$ cat src/hw/rtl/lcpb_pkg.sv
// Shared types and constants for the light command payload builder.
// Holds the port word structs, the decoded command word and the front state type.
// No dependencies.
`default_nettype none

package lcpb_pkg;

  localparam int QUEUE_DEPTH_DEF = 2;

  localparam logic [1:0] FUNC_ON  = 2'd0;
  localparam logic [1:0] FUNC_OFF = 2'd1;
  localparam logic [1:0] FUNC_CT  = 2'd2;
  localparam logic [1:0] FUNC_HSI = 2'd3;

  localparam logic [7:0] MODE_CT  = 8'd0;
  localparam logic [7:0] MODE_HSI = 8'd1;
  localparam logic [7:0] MODE_OFF = 8'd3;
  localparam logic [7:0] MODE_ON  = 8'd4;

  localparam logic [7:0] HDR_BYTE  = 8'hEF;
  localparam logic [7:0] TAIL_B11  = 8'h11;
  localparam logic [7:0] TAIL_B12  = 8'h22;
  localparam logic [7:0] TAIL_B13  = 8'hFE;
  localparam logic [7:0] END_BYTE  = 8'h00;
  localparam logic [7:0] HSI_TAG   = 8'h99;
  localparam logic [7:0] PWR_LEVEL = 8'h64;
  localparam logic [7:0] PWR_FULL  = 8'hFF;
  localparam logic [7:0] ZERO_BYTE = 8'h00;

  localparam logic [7:0] PID_LAST = 8'd222;

  localparam logic [6:0] PCT_MAX = 7'd100;
  localparam logic [6:0] KV_MIN  = 7'd28;
  localparam logic [6:0] KV_MAX  = 7'd85;

  localparam logic [15:0] KELVIN_LO = 16'd2800;
  localparam logic [15:0] KELVIN_HI = 16'd8500;
  localparam logic [12:0] KV_RECIP  = 13'd5243;

  localparam logic [8:0] HUE_MAX  = 9'd360;
  localparam logic [8:0] HUE_60   = 9'd60;
  localparam logic [8:0] HUE_120  = 9'd120;
  localparam logic [8:0] HUE_180  = 9'd180;
  localparam logic [8:0] HUE_240  = 9'd240;
  localparam logic [8:0] HUE_300  = 9'd300;

  localparam logic [12:0] FULL_SCALE  = 13'd6000;
  localparam logic [5:0]  SECTOR_SPAN = 6'd60;
  localparam logic [17:0] SCALE_RECIP = 18'd214749;

  localparam logic [3:0] LAST_INDEX = 4'd15;

  typedef enum logic [2:0] {
    F_IDLE,
    F_MULT,
    F_MIX,
    F_DIV,
    F_PUSH
  } front_state_t;

  typedef struct packed {
    logic [1:0]  func;
    logic [4:0]  channel;
    logic [2:0]  group;
    logic [15:0] kelvin;
    logic [7:0]  brightness;
    logic [15:0] hue;
    logic [7:0]  saturation;
  } in_word_t;

  typedef struct packed {
    logic [7:0] payload_byte;
    logic [3:0] byte_index;
    logic       last;
  } out_word_t;

  typedef struct packed {
    logic [7:0]      addr_byte;
    logic [7:0]      mode;
    logic [7:0][7:0] data;
    logic [7:0]      pid;
  } cmd_t;

endpackage

`default_nettype wire

$ cat src/hw/rtl/lcpb_front.sv
// Front end: accepts a command word, clamps its values, converts HSI color to RGB
// and pushes the decoded command into the queue. Depends on lcpb_pkg.
`default_nettype none

module lcpb_front
  import lcpb_pkg::*;
(
  input  logic     clk,
  input  logic     rst,
  input  logic     push,
  output logic     full,
  input  in_word_t cmd,
  output logic     q_push,
  input  logic     q_full,
  output cmd_t     q_data
);

  front_state_t state, state_next;

  logic [1:0]  func;
  logic [7:0]  addr_byte;
  logic [6:0]  bri;
  logic [6:0]  sat;
  logic [6:0]  kv;
  logic [8:0]  hue;
  logic [7:0]  pid;
  logic [7:0]  pid_next;
  logic [13:0] vs;
  logic [19:0] full_lvl;
  logic [2:0]  sector;
  logic [5:0]  hue_off;
  logic [17:0] scaled [3];
  logic [7:0]  quo [3];

  logic        accept;
  logic [6:0]  bri_c;
  logic [6:0]  sat_c;
  logic [8:0]  hue_c;
  logic [6:0]  kv_c;
  logic [25:0] kv_prod;
  logic [2:0]  grp_c;
  logic [8:0]  hm;
  logic [2:0]  sector_c;
  logic [8:0]  r120;
  logic [5:0]  hue_off_c;
  logic [19:0] vs60;
  logic [19:0] vsd;
  logic [19:0] base_lvl;
  logic [19:0] mid_lvl;
  logic [19:0] lvl [3];
  logic [23:0] lvl_x17 [3];
  logic [34:0] scale_prod [3];

  assign accept = push && !full;

  always_comb begin
    bri_c   = (cmd.brightness > 8'(PCT_MAX)) ? PCT_MAX : cmd.brightness[6:0];
    sat_c   = (cmd.saturation > 8'(PCT_MAX)) ? PCT_MAX : cmd.saturation[6:0];
    hue_c   = (cmd.hue > 16'(HUE_MAX)) ? HUE_MAX : cmd.hue[8:0];
    kv_prod = 26'(cmd.kelvin[13:0]) * 26'(KV_RECIP);
    if (cmd.kelvin < KELVIN_LO) begin
      kv_c = KV_MIN;
    end else if (cmd.kelvin >= KELVIN_HI) begin
      kv_c = KV_MAX;
    end else begin
      kv_c = kv_prod[25:19];
    end
    grp_c    = (cmd.func == FUNC_ON || cmd.func == FUNC_OFF) ? 3'd0 : cmd.group;
    pid_next = (pid == PID_LAST) ? 8'd0 : pid + 8'd1;
  end

  always_comb begin
    hm = (hue == HUE_MAX) ? 9'd0 : hue;
    if (hm < HUE_60) begin
      sector_c = 3'd0;
    end else if (hm < HUE_120) begin
      sector_c = 3'd1;
    end else if (hm < HUE_180) begin
      sector_c = 3'd2;
    end else if (hm < HUE_240) begin
      sector_c = 3'd3;
    end else if (hm < HUE_300) begin
      sector_c = 3'd4;
    end else begin
      sector_c = 3'd5;
    end
    if (sector_c[2]) begin
      r120 = hm - HUE_240;
    end else if (sector_c[1]) begin
      r120 = hm - HUE_120;
    end else begin
      r120 = hm;
    end
    hue_off_c = (r120 >= HUE_60) ? 6'(r120 - HUE_60) : 6'(HUE_60 - r120);
  end

  always_comb begin
    vs60     = 20'(vs) * 20'(SECTOR_SPAN);
    vsd      = 20'(vs) * 20'(hue_off);
    base_lvl = full_lvl - vs60;
    mid_lvl  = full_lvl - vsd;
    case (sector)
      3'd0: begin
        lvl[0] = full_lvl; lvl[1] = mid_lvl;  lvl[2] = base_lvl;
      end
      3'd1: begin
        lvl[0] = mid_lvl;  lvl[1] = full_lvl; lvl[2] = base_lvl;
      end
      3'd2: begin
        lvl[0] = base_lvl; lvl[1] = full_lvl; lvl[2] = mid_lvl;
      end
      3'd3: begin
        lvl[0] = base_lvl; lvl[1] = mid_lvl;  lvl[2] = full_lvl;
      end
      3'd4: begin
        lvl[0] = mid_lvl;  lvl[1] = base_lvl; lvl[2] = full_lvl;
      end
      default: begin
        lvl[0] = full_lvl; lvl[1] = base_lvl; lvl[2] = mid_lvl;
      end
    endcase
    // scale by 255/600000 = 17/40000: drop 2^6, then multiply by 2^27/625
    for (int i = 0; i < 3; i++) begin
      lvl_x17[i]    = (24'(lvl[i]) << 4) + 24'(lvl[i]);
      scale_prod[i] = 35'(scaled[i]) * 35'(SCALE_RECIP);
    end
  end

  always_ff @(posedge clk) begin
    if (rst) begin
      state <= F_IDLE;
      pid   <= 8'd0;
    end else begin
      state <= state_next;
      if (accept) begin
        pid <= pid_next;
      end
    end
  end

  always_ff @(posedge clk) begin
    case (state)
      F_IDLE: begin
        if (accept) begin
          func      <= cmd.func;
          addr_byte <= {cmd.channel, grp_c};
          bri       <= bri_c;
          sat       <= sat_c;
          hue       <= hue_c;
          kv        <= kv_c;
        end
      end
      F_MULT: begin
        vs       <= 14'(bri) * 14'(sat);
        full_lvl <= 20'(bri) * 20'(FULL_SCALE);
        sector   <= sector_c;
        hue_off  <= hue_off_c;
      end
      F_MIX: begin
        for (int i = 0; i < 3; i++) begin
          scaled[i] <= lvl_x17[i][23:6];
        end
      end
      F_DIV: begin
        for (int i = 0; i < 3; i++) begin
          quo[i] <= scale_prod[i][34:27];
        end
      end
      default: begin
      end
    endcase
  end

  always_comb begin
    state_next = state;
    case (state)
      F_IDLE: begin
        if (push) begin
          state_next = (cmd.func == FUNC_HSI) ? F_MULT : F_PUSH;
        end
      end
      F_MULT: state_next = F_MIX;
      F_MIX:  state_next = F_DIV;
      F_DIV:  state_next = F_PUSH;
      F_PUSH: begin
        if (!q_full) begin
          state_next = F_IDLE;
        end
      end
      default: state_next = F_IDLE;
    endcase
  end

  always_comb begin
    full   = (state != F_IDLE);
    q_push = (state == F_PUSH);
    q_data.addr_byte = addr_byte;
    q_data.pid       = pid;
    q_data.data      = '0;
    case (func)
      FUNC_ON, FUNC_OFF: begin
        q_data.mode    = (func == FUNC_ON) ? MODE_ON : MODE_OFF;
        q_data.data[0] = ZERO_BYTE;
        q_data.data[1] = PWR_LEVEL;
        q_data.data[2] = PWR_FULL;
        q_data.data[3] = PWR_FULL;
        q_data.data[4] = PWR_FULL;
      end
      FUNC_CT: begin
        q_data.mode    = MODE_CT;
        q_data.data[0] = {1'b0, kv};
        q_data.data[1] = {1'b0, bri};
      end
      FUNC_HSI: begin
        q_data.mode    = MODE_HSI;
        q_data.data[0] = HSI_TAG;
        q_data.data[1] = {1'b0, bri};
        q_data.data[2] = quo[0];
        q_data.data[3] = quo[1];
        q_data.data[4] = quo[2];
        q_data.data[5] = {7'd0, hue[8]};
        q_data.data[6] = hue[7:0];
        q_data.data[7] = {1'b0, sat};
      end
      default: begin
        q_data.mode = MODE_CT;
      end
    endcase
  end

endmodule

`default_nettype wire

$ cat src/hw/rtl/lcpb_queue.sv
// Short command queue between the front end and the byte sequencer.
// Register array with read and write pointers. Depends on lcpb_pkg.
`default_nettype none

module lcpb_queue
  import lcpb_pkg::*;
#(
  parameter int DEPTH = QUEUE_DEPTH_DEF
) (
  input  logic clk,
  input  logic rst,
  input  logic push,
  output logic full,
  input  cmd_t data_in,
  input  logic pop,
  output logic empty,
  output cmd_t data_out
);

  localparam int AW = $clog2(DEPTH);
  localparam int CW = $clog2(DEPTH + 1);

  cmd_t          mem [DEPTH];
  logic [AW-1:0] wr_ptr;
  logic [AW-1:0] rd_ptr;
  logic [CW-1:0] count;
  logic          wr;
  logic          rd;

  assign full     = (count == CW'(DEPTH));
  assign empty    = (count == '0);
  assign wr       = push && !full;
  assign rd       = pop && !empty;
  assign data_out = mem[rd_ptr];

  always_ff @(posedge clk) begin
    if (wr) begin
      mem[wr_ptr] <= data_in;
    end
  end

  always_ff @(posedge clk) begin
    if (rst) begin
      wr_ptr <= '0;
      rd_ptr <= '0;
      count  <= '0;
    end else begin
      if (wr) begin
        wr_ptr <= (wr_ptr == AW'(DEPTH - 1)) ? '0 : wr_ptr + AW'(1);
      end
      if (rd) begin
        rd_ptr <= (rd_ptr == AW'(DEPTH - 1)) ? '0 : rd_ptr + AW'(1);
      end
      if (wr && !rd) begin
        count <= count + CW'(1);
      end else if (rd && !wr) begin
        count <= count - CW'(1);
      end
    end
  end

endmodule

`default_nettype wire

$ cat src/hw/rtl/lcpb_back.sv
// Back end: takes decoded commands from the queue and emits the 16 payload bytes
// through an output register, one word per cycle while the result side keeps popping. Depends on lcpb_pkg.
`default_nettype none

module lcpb_back
  import lcpb_pkg::*;
(
  input  logic      clk,
  input  logic      rst,
  input  logic      q_empty,
  input  cmd_t      q_data,
  output logic      q_pop,
  output logic      empty,
  input  logic      pop,
  output out_word_t result
);

  cmd_t      cur;
  logic      cur_valid;
  logic [3:0] idx;
  logic      out_valid;
  out_word_t out_word;

  logic       load;
  logic       fetch;
  logic [7:0] sel_byte;

  assign load   = cur_valid && (!out_valid || pop);
  assign fetch  = !cur_valid || (load && idx == LAST_INDEX);
  assign q_pop  = fetch && !q_empty;
  assign empty  = !out_valid;
  assign result = out_word;

  always_comb begin
    case (idx)
      4'd0:    sel_byte = HDR_BYTE;
      4'd1:    sel_byte = cur.addr_byte;
      4'd2:    sel_byte = cur.mode;
      4'd3:    sel_byte = cur.data[0];
      4'd4:    sel_byte = cur.data[1];
      4'd5:    sel_byte = cur.data[2];
      4'd6:    sel_byte = cur.data[3];
      4'd7:    sel_byte = cur.data[4];
      4'd8:    sel_byte = cur.data[5];
      4'd9:    sel_byte = cur.data[6];
      4'd10:   sel_byte = cur.data[7];
      4'd11:   sel_byte = TAIL_B11;
      4'd12:   sel_byte = TAIL_B12;
      4'd13:   sel_byte = TAIL_B13;
      4'd14:   sel_byte = cur.pid;
      4'd15:   sel_byte = END_BYTE;
      default: sel_byte = END_BYTE;
    endcase
  end

  always_ff @(posedge clk) begin
    if (rst) begin
      cur_valid <= 1'b0;
      idx       <= 4'd0;
      out_valid <= 1'b0;
    end else begin
      if (q_pop) begin
        cur_valid <= 1'b1;
        idx       <= 4'd0;
      end else if (load && idx == LAST_INDEX) begin
        cur_valid <= 1'b0;
      end else if (load) begin
        idx <= idx + 4'd1;
      end
      if (load) begin
        out_valid <= 1'b1;
      end else if (pop) begin
        out_valid <= 1'b0;
      end
    end
  end

  always_ff @(posedge clk) begin
    if (q_pop) begin
      cur <= q_data;
    end
    if (load) begin
      out_word.payload_byte <= sel_byte;
      out_word.byte_index   <= idx;
      out_word.last         <= (idx == LAST_INDEX);
    end
  end

`ifndef SYNTH
  a_last_marks_end: assert property (@(posedge clk) disable iff (rst)
    out_valid |-> (out_word.last == (out_word.byte_index == LAST_INDEX)))
    else $error("last flag does not match final byte index");

  a_header_first: assert property (@(posedge clk) disable iff (rst)
    (out_valid && out_word.byte_index == 4'd0) |-> (out_word.payload_byte == HDR_BYTE))
    else $error("payload does not open with header byte");

  a_index_advances: assert property (@(posedge clk) disable iff (rst)
    (out_valid && pop && !out_word.last) |=>
      (out_valid && out_word.byte_index == $past(out_word.byte_index) + 4'd1))
    else $error("byte index did not advance within a payload");
`endif

endmodule

`default_nettype wire

$ cat src/hw/rtl/light_command_payload_builder_core.sv
// Light command payload builder top level: front end, command queue, byte sequencer.
// Depends on lcpb_pkg, lcpb_front, lcpb_queue and lcpb_back.
//
// Usage:
//   Command channel: drive cmd and raise push; the word is taken on a rising edge
//   with push high and full low. full then stays high while the front end works on
//   the command: the queue write for power and color temperature commands, and for
//   hue/saturation/intensity multiply, mix, reciprocal scaling of the three RGB
//   lanes and the queue write, so no new command is taken while one is in work.
//   full also holds while the queue has no free entry.
//   Result channel: while empty is low, result holds the oldest payload byte; it
//   is taken on a rising edge with pop high. Each command yields 16 words, byte 0
//   first, last set on byte 15. The output register reloads in the cycle it is
//   popped, so the sequencer gives one word per cycle while pop stays high; that
//   sequencer sets the sustained rate. After acceptance the first word passes the
//   front end state machine, a queue entry, the command and output registers.
//   A stalled result side fills the queue and then holds full high; nothing drops.
//   Reset (rst, synchronous) empties the queue and output register and clears the
//   rolling packet id to zero.
`default_nettype none

module light_command_payload_builder_core
  import lcpb_pkg::*;
#(
  parameter int QUEUE_DEPTH = QUEUE_DEPTH_DEF
) (
  input  logic      clk,
  input  logic      rst,
  input  logic      push,
  output logic      full,
  input  in_word_t  cmd,
  output logic      empty,
  input  logic      pop,
  output out_word_t result
);

  logic q_push;
  logic q_full;
  cmd_t q_wdata;
  logic q_pop;
  logic q_empty;
  cmd_t q_rdata;

  lcpb_front u_front (
    .clk    (clk),
    .rst    (rst),
    .push   (push),
    .full   (full),
    .cmd    (cmd),
    .q_push (q_push),
    .q_full (q_full),
    .q_data (q_wdata)
  );

  lcpb_queue #(
    .DEPTH (QUEUE_DEPTH)
  ) u_queue (
    .clk      (clk),
    .rst      (rst),
    .push     (q_push),
    .full     (q_full),
    .data_in  (q_wdata),
    .pop      (q_pop),
    .empty    (q_empty),
    .data_out (q_rdata)
  );

  lcpb_back u_back (
    .clk     (clk),
    .rst     (rst),
    .q_empty (q_empty),
    .q_data  (q_rdata),
    .q_pop   (q_pop),
    .empty   (empty),
    .pop     (pop),
    .result  (result)
  );

endmodule

`default_nettype wire

$ cat config.mk
export PLATFORM = sky130hd
export DESIGN_NAME = light_command_payload_builder_core
export DESIGN_NICKNAME = d
export VERILOG_FILES = /design/src/hw/rtl/lcpb_pkg.sv /design/src/hw/rtl/lcpb_front.sv /design/src/hw/rtl/lcpb_queue.sv /design/src/hw/rtl/lcpb_back.sv /design/src/hw/rtl/light_command_payload_builder_core.sv
export SDC_FILE = /design/constraint.sdc
export NUM_CORES = 2
export LEC_CHECK = 0
export BUFFER_PORTS_ARGS = -buffer_cell sky130_fd_sc_hd__buf_2
export CORE_ASPECT_RATIO = 0.5
export CORE_MARGIN = 1
export CORE_UTILIZATION = 65
export DETAILED_ROUTE_END_ITERATION = 10
export GPL_TIMING_DRIVEN = 0
export PLACE_DENSITY = 0.82
export SLEW_MARGIN = 20
export SYNTH_ARGS = -nofsm -noshare
export SYNTH_HDL_FRONTEND = slang
export SYNTH_HIERARCHICAL = 1
export SYNTH_SLANG_ARGS = --single-unit
$ cat constraint.sdc
create_clock -name clk -period 8.6 [get_ports clk]
set_clock_uncertainty 0.1 [all_clocks]
set_input_delay 0 -clock clk [delete_from_list [all_inputs] [get_ports clk]]
set_output_delay 0 -clock clk [all_outputs]
set_load 0.005 [all_outputs]
Word level (Yosys, flattened, before mapping) --
Memory sizes are Yosys's and may differ from the RTL's. A register that Yosys moved wholly into a read port is not among the register bits. Cells that the tools add are included.
Word-level totals: logic and storage cells 166, memory bits (writable) 252, memories kept 3, flip-flop bits (word level) 121, output and inout port bits 15
Memory list:
- u_queue.mem | depth 2, bits a word 87, read ports 1, clocked after memory_dff 1, wr ports 1, line lcpb_queue.sv:23 | cmd_t mem [DEPTH];
- u_front.scaled | depth 3, bits a word 18, read ports 3, clocked after memory_dff 0, wr ports 3, line lcpb_front.sv:32 | logic [17:0] scaled [3];
- u_front.quo | depth 3, bits a word 8, read ports 3, clocked after memory_dff 0, wr ports 3, line lcpb_front.sv:33 | logic [7:0] quo [3];
Cells by class: muxes and demuxes 36, equality and inequality tests 33, reductions and logical operators 34, add/sub/neg operators 15, $mul 8, bitwise logic cells 1, magnitude comparators 11
Operator list (count):
- 60-bit one-hot mux with 5 select lines | 1
- 8-bit one-hot mux with 16 select lines | 1
- 18-bit by 18-bit multiplier with 35-bit output, second input constant | 3
- 24-bit by 20-bit adder with 24-bit output | 3
- 16-bit one-hot mux with 3 select lines | 1
- 24-bit one-hot mux with 2 select lines | 1
- 20-bit subtractor | 2
- 4-bit == test, second input constant | 8
- 9-bit two-way mux | 3
- 14-bit by 13-bit multiplier with 26-bit output, second input constant | 1
- 3-bit two-way mux | 8
- 8-bit one-hot mux with 3 select lines | 1
- 23-bit two-way mux | 1
- 14-bit by 6-bit multiplier with 20-bit output | 1
- 9-bit by 8-bit less-than comparator with 1-bit output, second input constant | 2
- 14-bit by 4-bit multiplier with 18-bit output, second input constant | 1
- 4-bit by 3-bit == test with 1-bit output, second input constant | 4
- 16-bit by 14-bit >= comparator with 1-bit output, second input constant | 1
- 16-bit by 9-bit greater-than comparator with 1-bit output, second input constant | 1
- 8-bit by 7-bit greater-than comparator with 1-bit output, second input constant | 2
- 16-bit by 12-bit less-than comparator with 1-bit output, second input constant | 1
- 7-bit by 9-bit multiplier with 16-bit output, second input constant | 1
- 3-bit one-hot mux with 5 select lines | 1
- 7-bit by 7-bit multiplier with 14-bit output | 1
- other kinds (39) | 88

Logic depth before layout (Yosys ltp) --
depth in word-level cells 12, gate-level depth with buffers 33, gate-level depth less buffers 32

Hierarchy --
Netlist, hierarchy kept.
Modules (own cells, without submodules):
- lcpb_front | area each 37943.9 sq um, seq. area each 4934.7 sq um, cells each 3936, instances 1
- lcpb_queue | area each 6643.9 sq um, seq. area each 5385.2 sq um, cells each 299, instances 1
- lcpb_back | area each 4224.1 sq um, seq. area each 3153.0 sq um, cells each 270, instances 1

Worst setup path before layout --
No wires, ideal clock.
path type register to register, start point register u_front.hue_off[5], end point memory u_front.scaled[2][17], in the netlist u_front/scaled[0][53], data pin, library setup time 0.263 ns, slack 1.634 ns, arrival 6.604 ns, cell stages (with the launch flop) 27, period minus slack after synthesis 6.966 ns, data required time 8.237 ns, cells stage by stage edfxtp_1 clkbuf_1 nand2_1 fa_1 fa_1 fa_1 inv_1 fa_1 inv_1 ha_1 or4_4 o22ai_4 o21bai_1 a21oi_1 xnor2_1 a222oi_1 inv_1 ha_1 and3_1 a221oi_1 o211ai_1 a22oi_1 o31ai_2 o41a_2 nand3_1 nor2_1 xor2_1
RTL lines:
- start, declared | line lcpb_front.sv:31 | logic [5:0] hue_off;
- start signal, assigned | line lcpb_front.sv:157 | hue_off <= hue_off_c;
- end, declared | line lcpb_front.sv:32

==> metrics.md <==
| Metric | Value |
|---|---|
| Status | finished, final reports clean |
| Async SR Flop Fraction | 0% |
| Total GRT Usage | 32.7% |
| Data required time of the worst path | 8.85 ns |
| Clk_lat worst skew | 0.60 ns |
| Rel. slew slack | 38.9% |
| Iteration-0 DRC count of the detailed router | 3,105 |
| Slew @ Worst Pin | approximately 0.9 ns |
| Final Hold Vio Count | 0 |
| Cells after synthesis | about 4,500 |
| Period minus WS final | roughly 8.1 ns |
| Area growth syn-to-layout | 8.20% |
| RSZ-0062 raised after global routing | no |
| Detailed placement HPWL | ~96,000 µm |
| Crit Path Max Fanout | 10 |
| # port buffers | 76 |
| Drt pass-1 iters | 7 |
| Synth warn | 6 |
| Startpoint types | flip-flop |
| Critical Path AT | between 8 and 9 ns |
| Hold crit path type | in -> reg |
| Fill cell count | 5,063 |
| Synth Register Bits | 456 |
| CTS root buf | clkbuf_16 |
| Clk slew on worst S/H paths | roughly 0.060 ns |
| Avg Cell Area, Syn | about 11 µm² |
| Vias in the first global route | 36,000 |
| TritonCTS Buffers | between 40 and 50 |
| Main flop type after synthesis | edfxtp_1 |
| Fmax achieved | between 0.1 and 0.15 GHz |
| Initial core utilization | 66.3% |
| Mapped cell area | just under 0.05 mm² |
| Setup Buffers After CTS | 0 |
| CTS tree | built |
| Worst setup path class | reg -> reg |
| Die X | 390 µm |
| Die H | a little under 200 µm |
| Post-synth EDFFs | ~430 |
| Residual DRC | 0 |
| Core area | 0.0737 mm² |
| Fraction of layout cells with a size suffix above 1 | ~7.6% |
| GRT overflow | 0 |
| Max-Cap Viols | 0 |
| Final worst-path cycle share | 94.7% |
| CP Capture Type | flip-flop |
| Final setup vio count | 0 |
| TritonCTS Sinks | ~460 |
| Site Rows | 70 |
| Routed wire length | about 120,000 µm |
| Gpl congestion | ~1 |
| H-tree depth | 2 |
| Post-route ant nets | 0 |
| DR WL/cell | approximately 21 µm |
| Count of final max-slew check failures | 0 |
| Initial antenna violation count | 4 |
| Largest net degree at the start of global routing | 48 |
| Die area | 0.0763 mm² |
| First-pass GRT wire length | 193,000 µm |
| Vias/cell | between 5 and 6 |
| Sequential fraction of the synthesis area | approximately 28% |
| DR vias | 33,600 |
| I/O Pins | 77 |
| Nets | a little over 6,000 |
| Setup TNS | 0 ns |
| Longest Clk Path Bufs | 3 |
| Netlist cell types | 105 |
-- critical path, stage by stage (launching register included) --
cell and delay, ns:
edfxtp_1 0.64, clkbuf_1 0.41, nand2_1 0.13, fa_1 0.48, fa_1 0.41, fa_1 0.51, inv_1 0.05, fa_1 0.49
inv_1 0.04, ha_1 0.37, a2111oi_0 0.43, o21ai_1 0.17, and2_1 0.21, a31o_2 0.26, a21oi_1 0.51, a211oi_1 0.16
a21oi_1 0.35, ha_1 0.35, nand2_1 0.14, o21ai_0 0.10, a2111o_1 0.45, a31oi_1 0.23, a21oi_1 0.15, o221ai_1 0.27
nor2b_1 0.11, nand2_1 0.10, xnor2_1 0.24
-- synthesized netlist by cell type (7+ instances only) --
| cell | n | area [µm²] |
|---|---|---|
| inv_1 | 1050 | 3940 |
| ha_1 | 723 | 9050 |
| fa_1 | 576 | 11500 |
| edfxtp_1 | 434 | 13000 |
| nand2_1 | 255 | 957 |
| nor2_1 | 161 | 604 |
| a21oi_1 | 152 | 761 |
| xnor2_1 | 112 | 981 |
| o21ai_0 | 84 | 420 |
| and2_1 | 78 | 488 |
| mux2_2 | 73 | 822 |
| xor2_1 | 63 | 552 |
| nand3_1 | 59 | 295 |
| clkbuf_1 | 48 | 180 |
| nor3_1 | 38 | 190 |
| a21o_1 | 35 | 263 |
| and3_1 | 35 | 219 |
| o21a_1 | 29 | 218 |
| nand2b_1 | 26 | 163 |
| nor2b_1 | 26 | 163 |
| a211oi_1 | 23 | 173 |
| a22oi_1 | 23 | 173 |
| buf_2 | 23 | 115 |
| o211ai_1 | 23 | 173 |
| dfxtp_1 | 22 | 440 |
| a31oi_1 | 20 | 125 |
| mux2_4 | 20 | 300 |
| o22ai_1 | 19 | 119 |
| buf_4 | 18 | 135 |
| nand4_1 | 18 | 113 |
| o21bai_1 | 15 | 113 |
| o21ai_1 | 13 | 65.1 |
| or2_2 | 13 | 81.3 |
| a222oi_1 | 10 | 100 |
| mux2i_1 | 10 | 100 |
| o221ai_1 | 9 | 78.8 |
| o31ai_1 | 9 | 67.6 |
| or3_1 | 9 | 56.3 |
| a221oi_1 | 7 | 61.3 |
| nor4_1 | 7 | 43.8 |
-- cell families after synthesis --
group	after synthesis	share of synthesized area [%]
simple gates	756	7.48
mux	105	2.58
fa+ha+maj	1299	42.2
compound gates	562	7.89
flops	456	27.6
xor+xnor	176	3.17
other cells	1	0.00768
buf+inv	1150	9.12
-- layout by cell type (no fill, tap or decap), types with 27 or more instances in the layout --
cell / Yosys / layout
nand3_1: 59 / 59
nor3_1: 38 / 38
buf_4: 18 / 27
xor2_1: 63 / 62
o21a_1: 29 / 29
o21ai_0: 84 / 84
buf_2: 23 / 99
fa_1: 576 / 576
and2_1: 78 / 77
a21oi_1: 152 / 152
clkbuf_16: 0 / 43
nor2_1: 161 / 159
inv_1: 1050 / 1049
ha_1: 723 / 723
and3_1: 35 / 35
clkbuf_1: 48 / 48
dlygate4sd3_1: 0 / 66
mux2_2: 73 / 73
xnor2_1: 112 / 112
nand2_1: 255 / 255
edfxtp_1: 434 / 434
a21o_1: 35 / 35
-- layer usage --
metal,wire length (µm),track usage (%),vias up
met5,23,0,-
met4,3890,9.99,4
met3,11800,6.87,295
met2,55900,53.2,1481
met1,49100,44.2,16600
li1,-,-,15300
-- flip-flops by register name, indices dropped and copies added (netlist names), 2 cells and up, named ones only --
signal	flops
u_back/cur	88
u_front/sector	3
u_back/idx	4
u_front/full_lvl	16
u_front/hue	9
u_front/func	2
u_front/state	3
u_front/pid	8
u_front/hue_off	6
u_front/scaled	54
u_front/bri	7
u_back/result	13
u_front/quo	24
u_front/kv	7
u_front/vs	14
u_front/sat	7
u_front/addr_byte	8
u_queue/mem	176
u_queue/count	2
-- path summary, 6_finish.rpt --
path,startpoint,endpoint,slack (ns),depth (start not counted)
max,u_front/hue_off[0],u_front/scaled[0][35],0.46,26
min,cmd[55],u_front/addr_byte[7],0.06,2
max reg2reg,u_front/hue_off[0],u_front/scaled[0][35],0.46,26
min reg2reg,u_front/addr_byte[7],u_queue/mem[1][87],0.32,0
-- stage by stage --
| stage | utilization (%) | setup WS (ns) | hold WS (ns) | cell area [µm²] | std cells |
|---|---|---|---|---|---|
| 4_1_cts | 71.7 | 0.379 | 0.0210 | 52800 | 5761 |
| 3_5_place_dp | 68.9 | 0.444 | 0.0781 | 50800 | 5618 |
| 3_3_place_gp | 68.6 | -0.661 | 0.0769 | 50500 | 5602 |
| 2_1_floorplan | - | 1.63 | -0.0309 | 48900 | 4518 |
| 6_report | 71.7 | 0.459 | 0.0598 | 52800 | 5761 |
| 5_1_grt | 71.7 | 0.0107 | 0.0551 | 52800 | 5759 |
-- what timing repair did --
| action | 4_1_cts | 5_1_grt |
|---|---|---|
| setup endpoints to repair | 0 | 3 |
| hold buffers | 66 | 0 |
| endpoints found under the hold margin | 75 | 0 |
| resized for setup | 0 | 9 |
-- layout make-up --
type	instances	area, µm²	area share [%]
antenna	2	5.00	0.00948
buffer	96	499	0.945
clock buffer	53	1150	2.18
clock inverter	24	231	0.438
inverter	1052	3950	7.49
multi-input combinational	2912	31000	58.6
sequential	456	13500	25.5
tap	1008	1260	2.39
timing repair buffer	158	1260	2.39
Power is left out: the tool's default activity adds up to more than one toggle a clock period on the data nets, which glitch-free logic cannot reach.
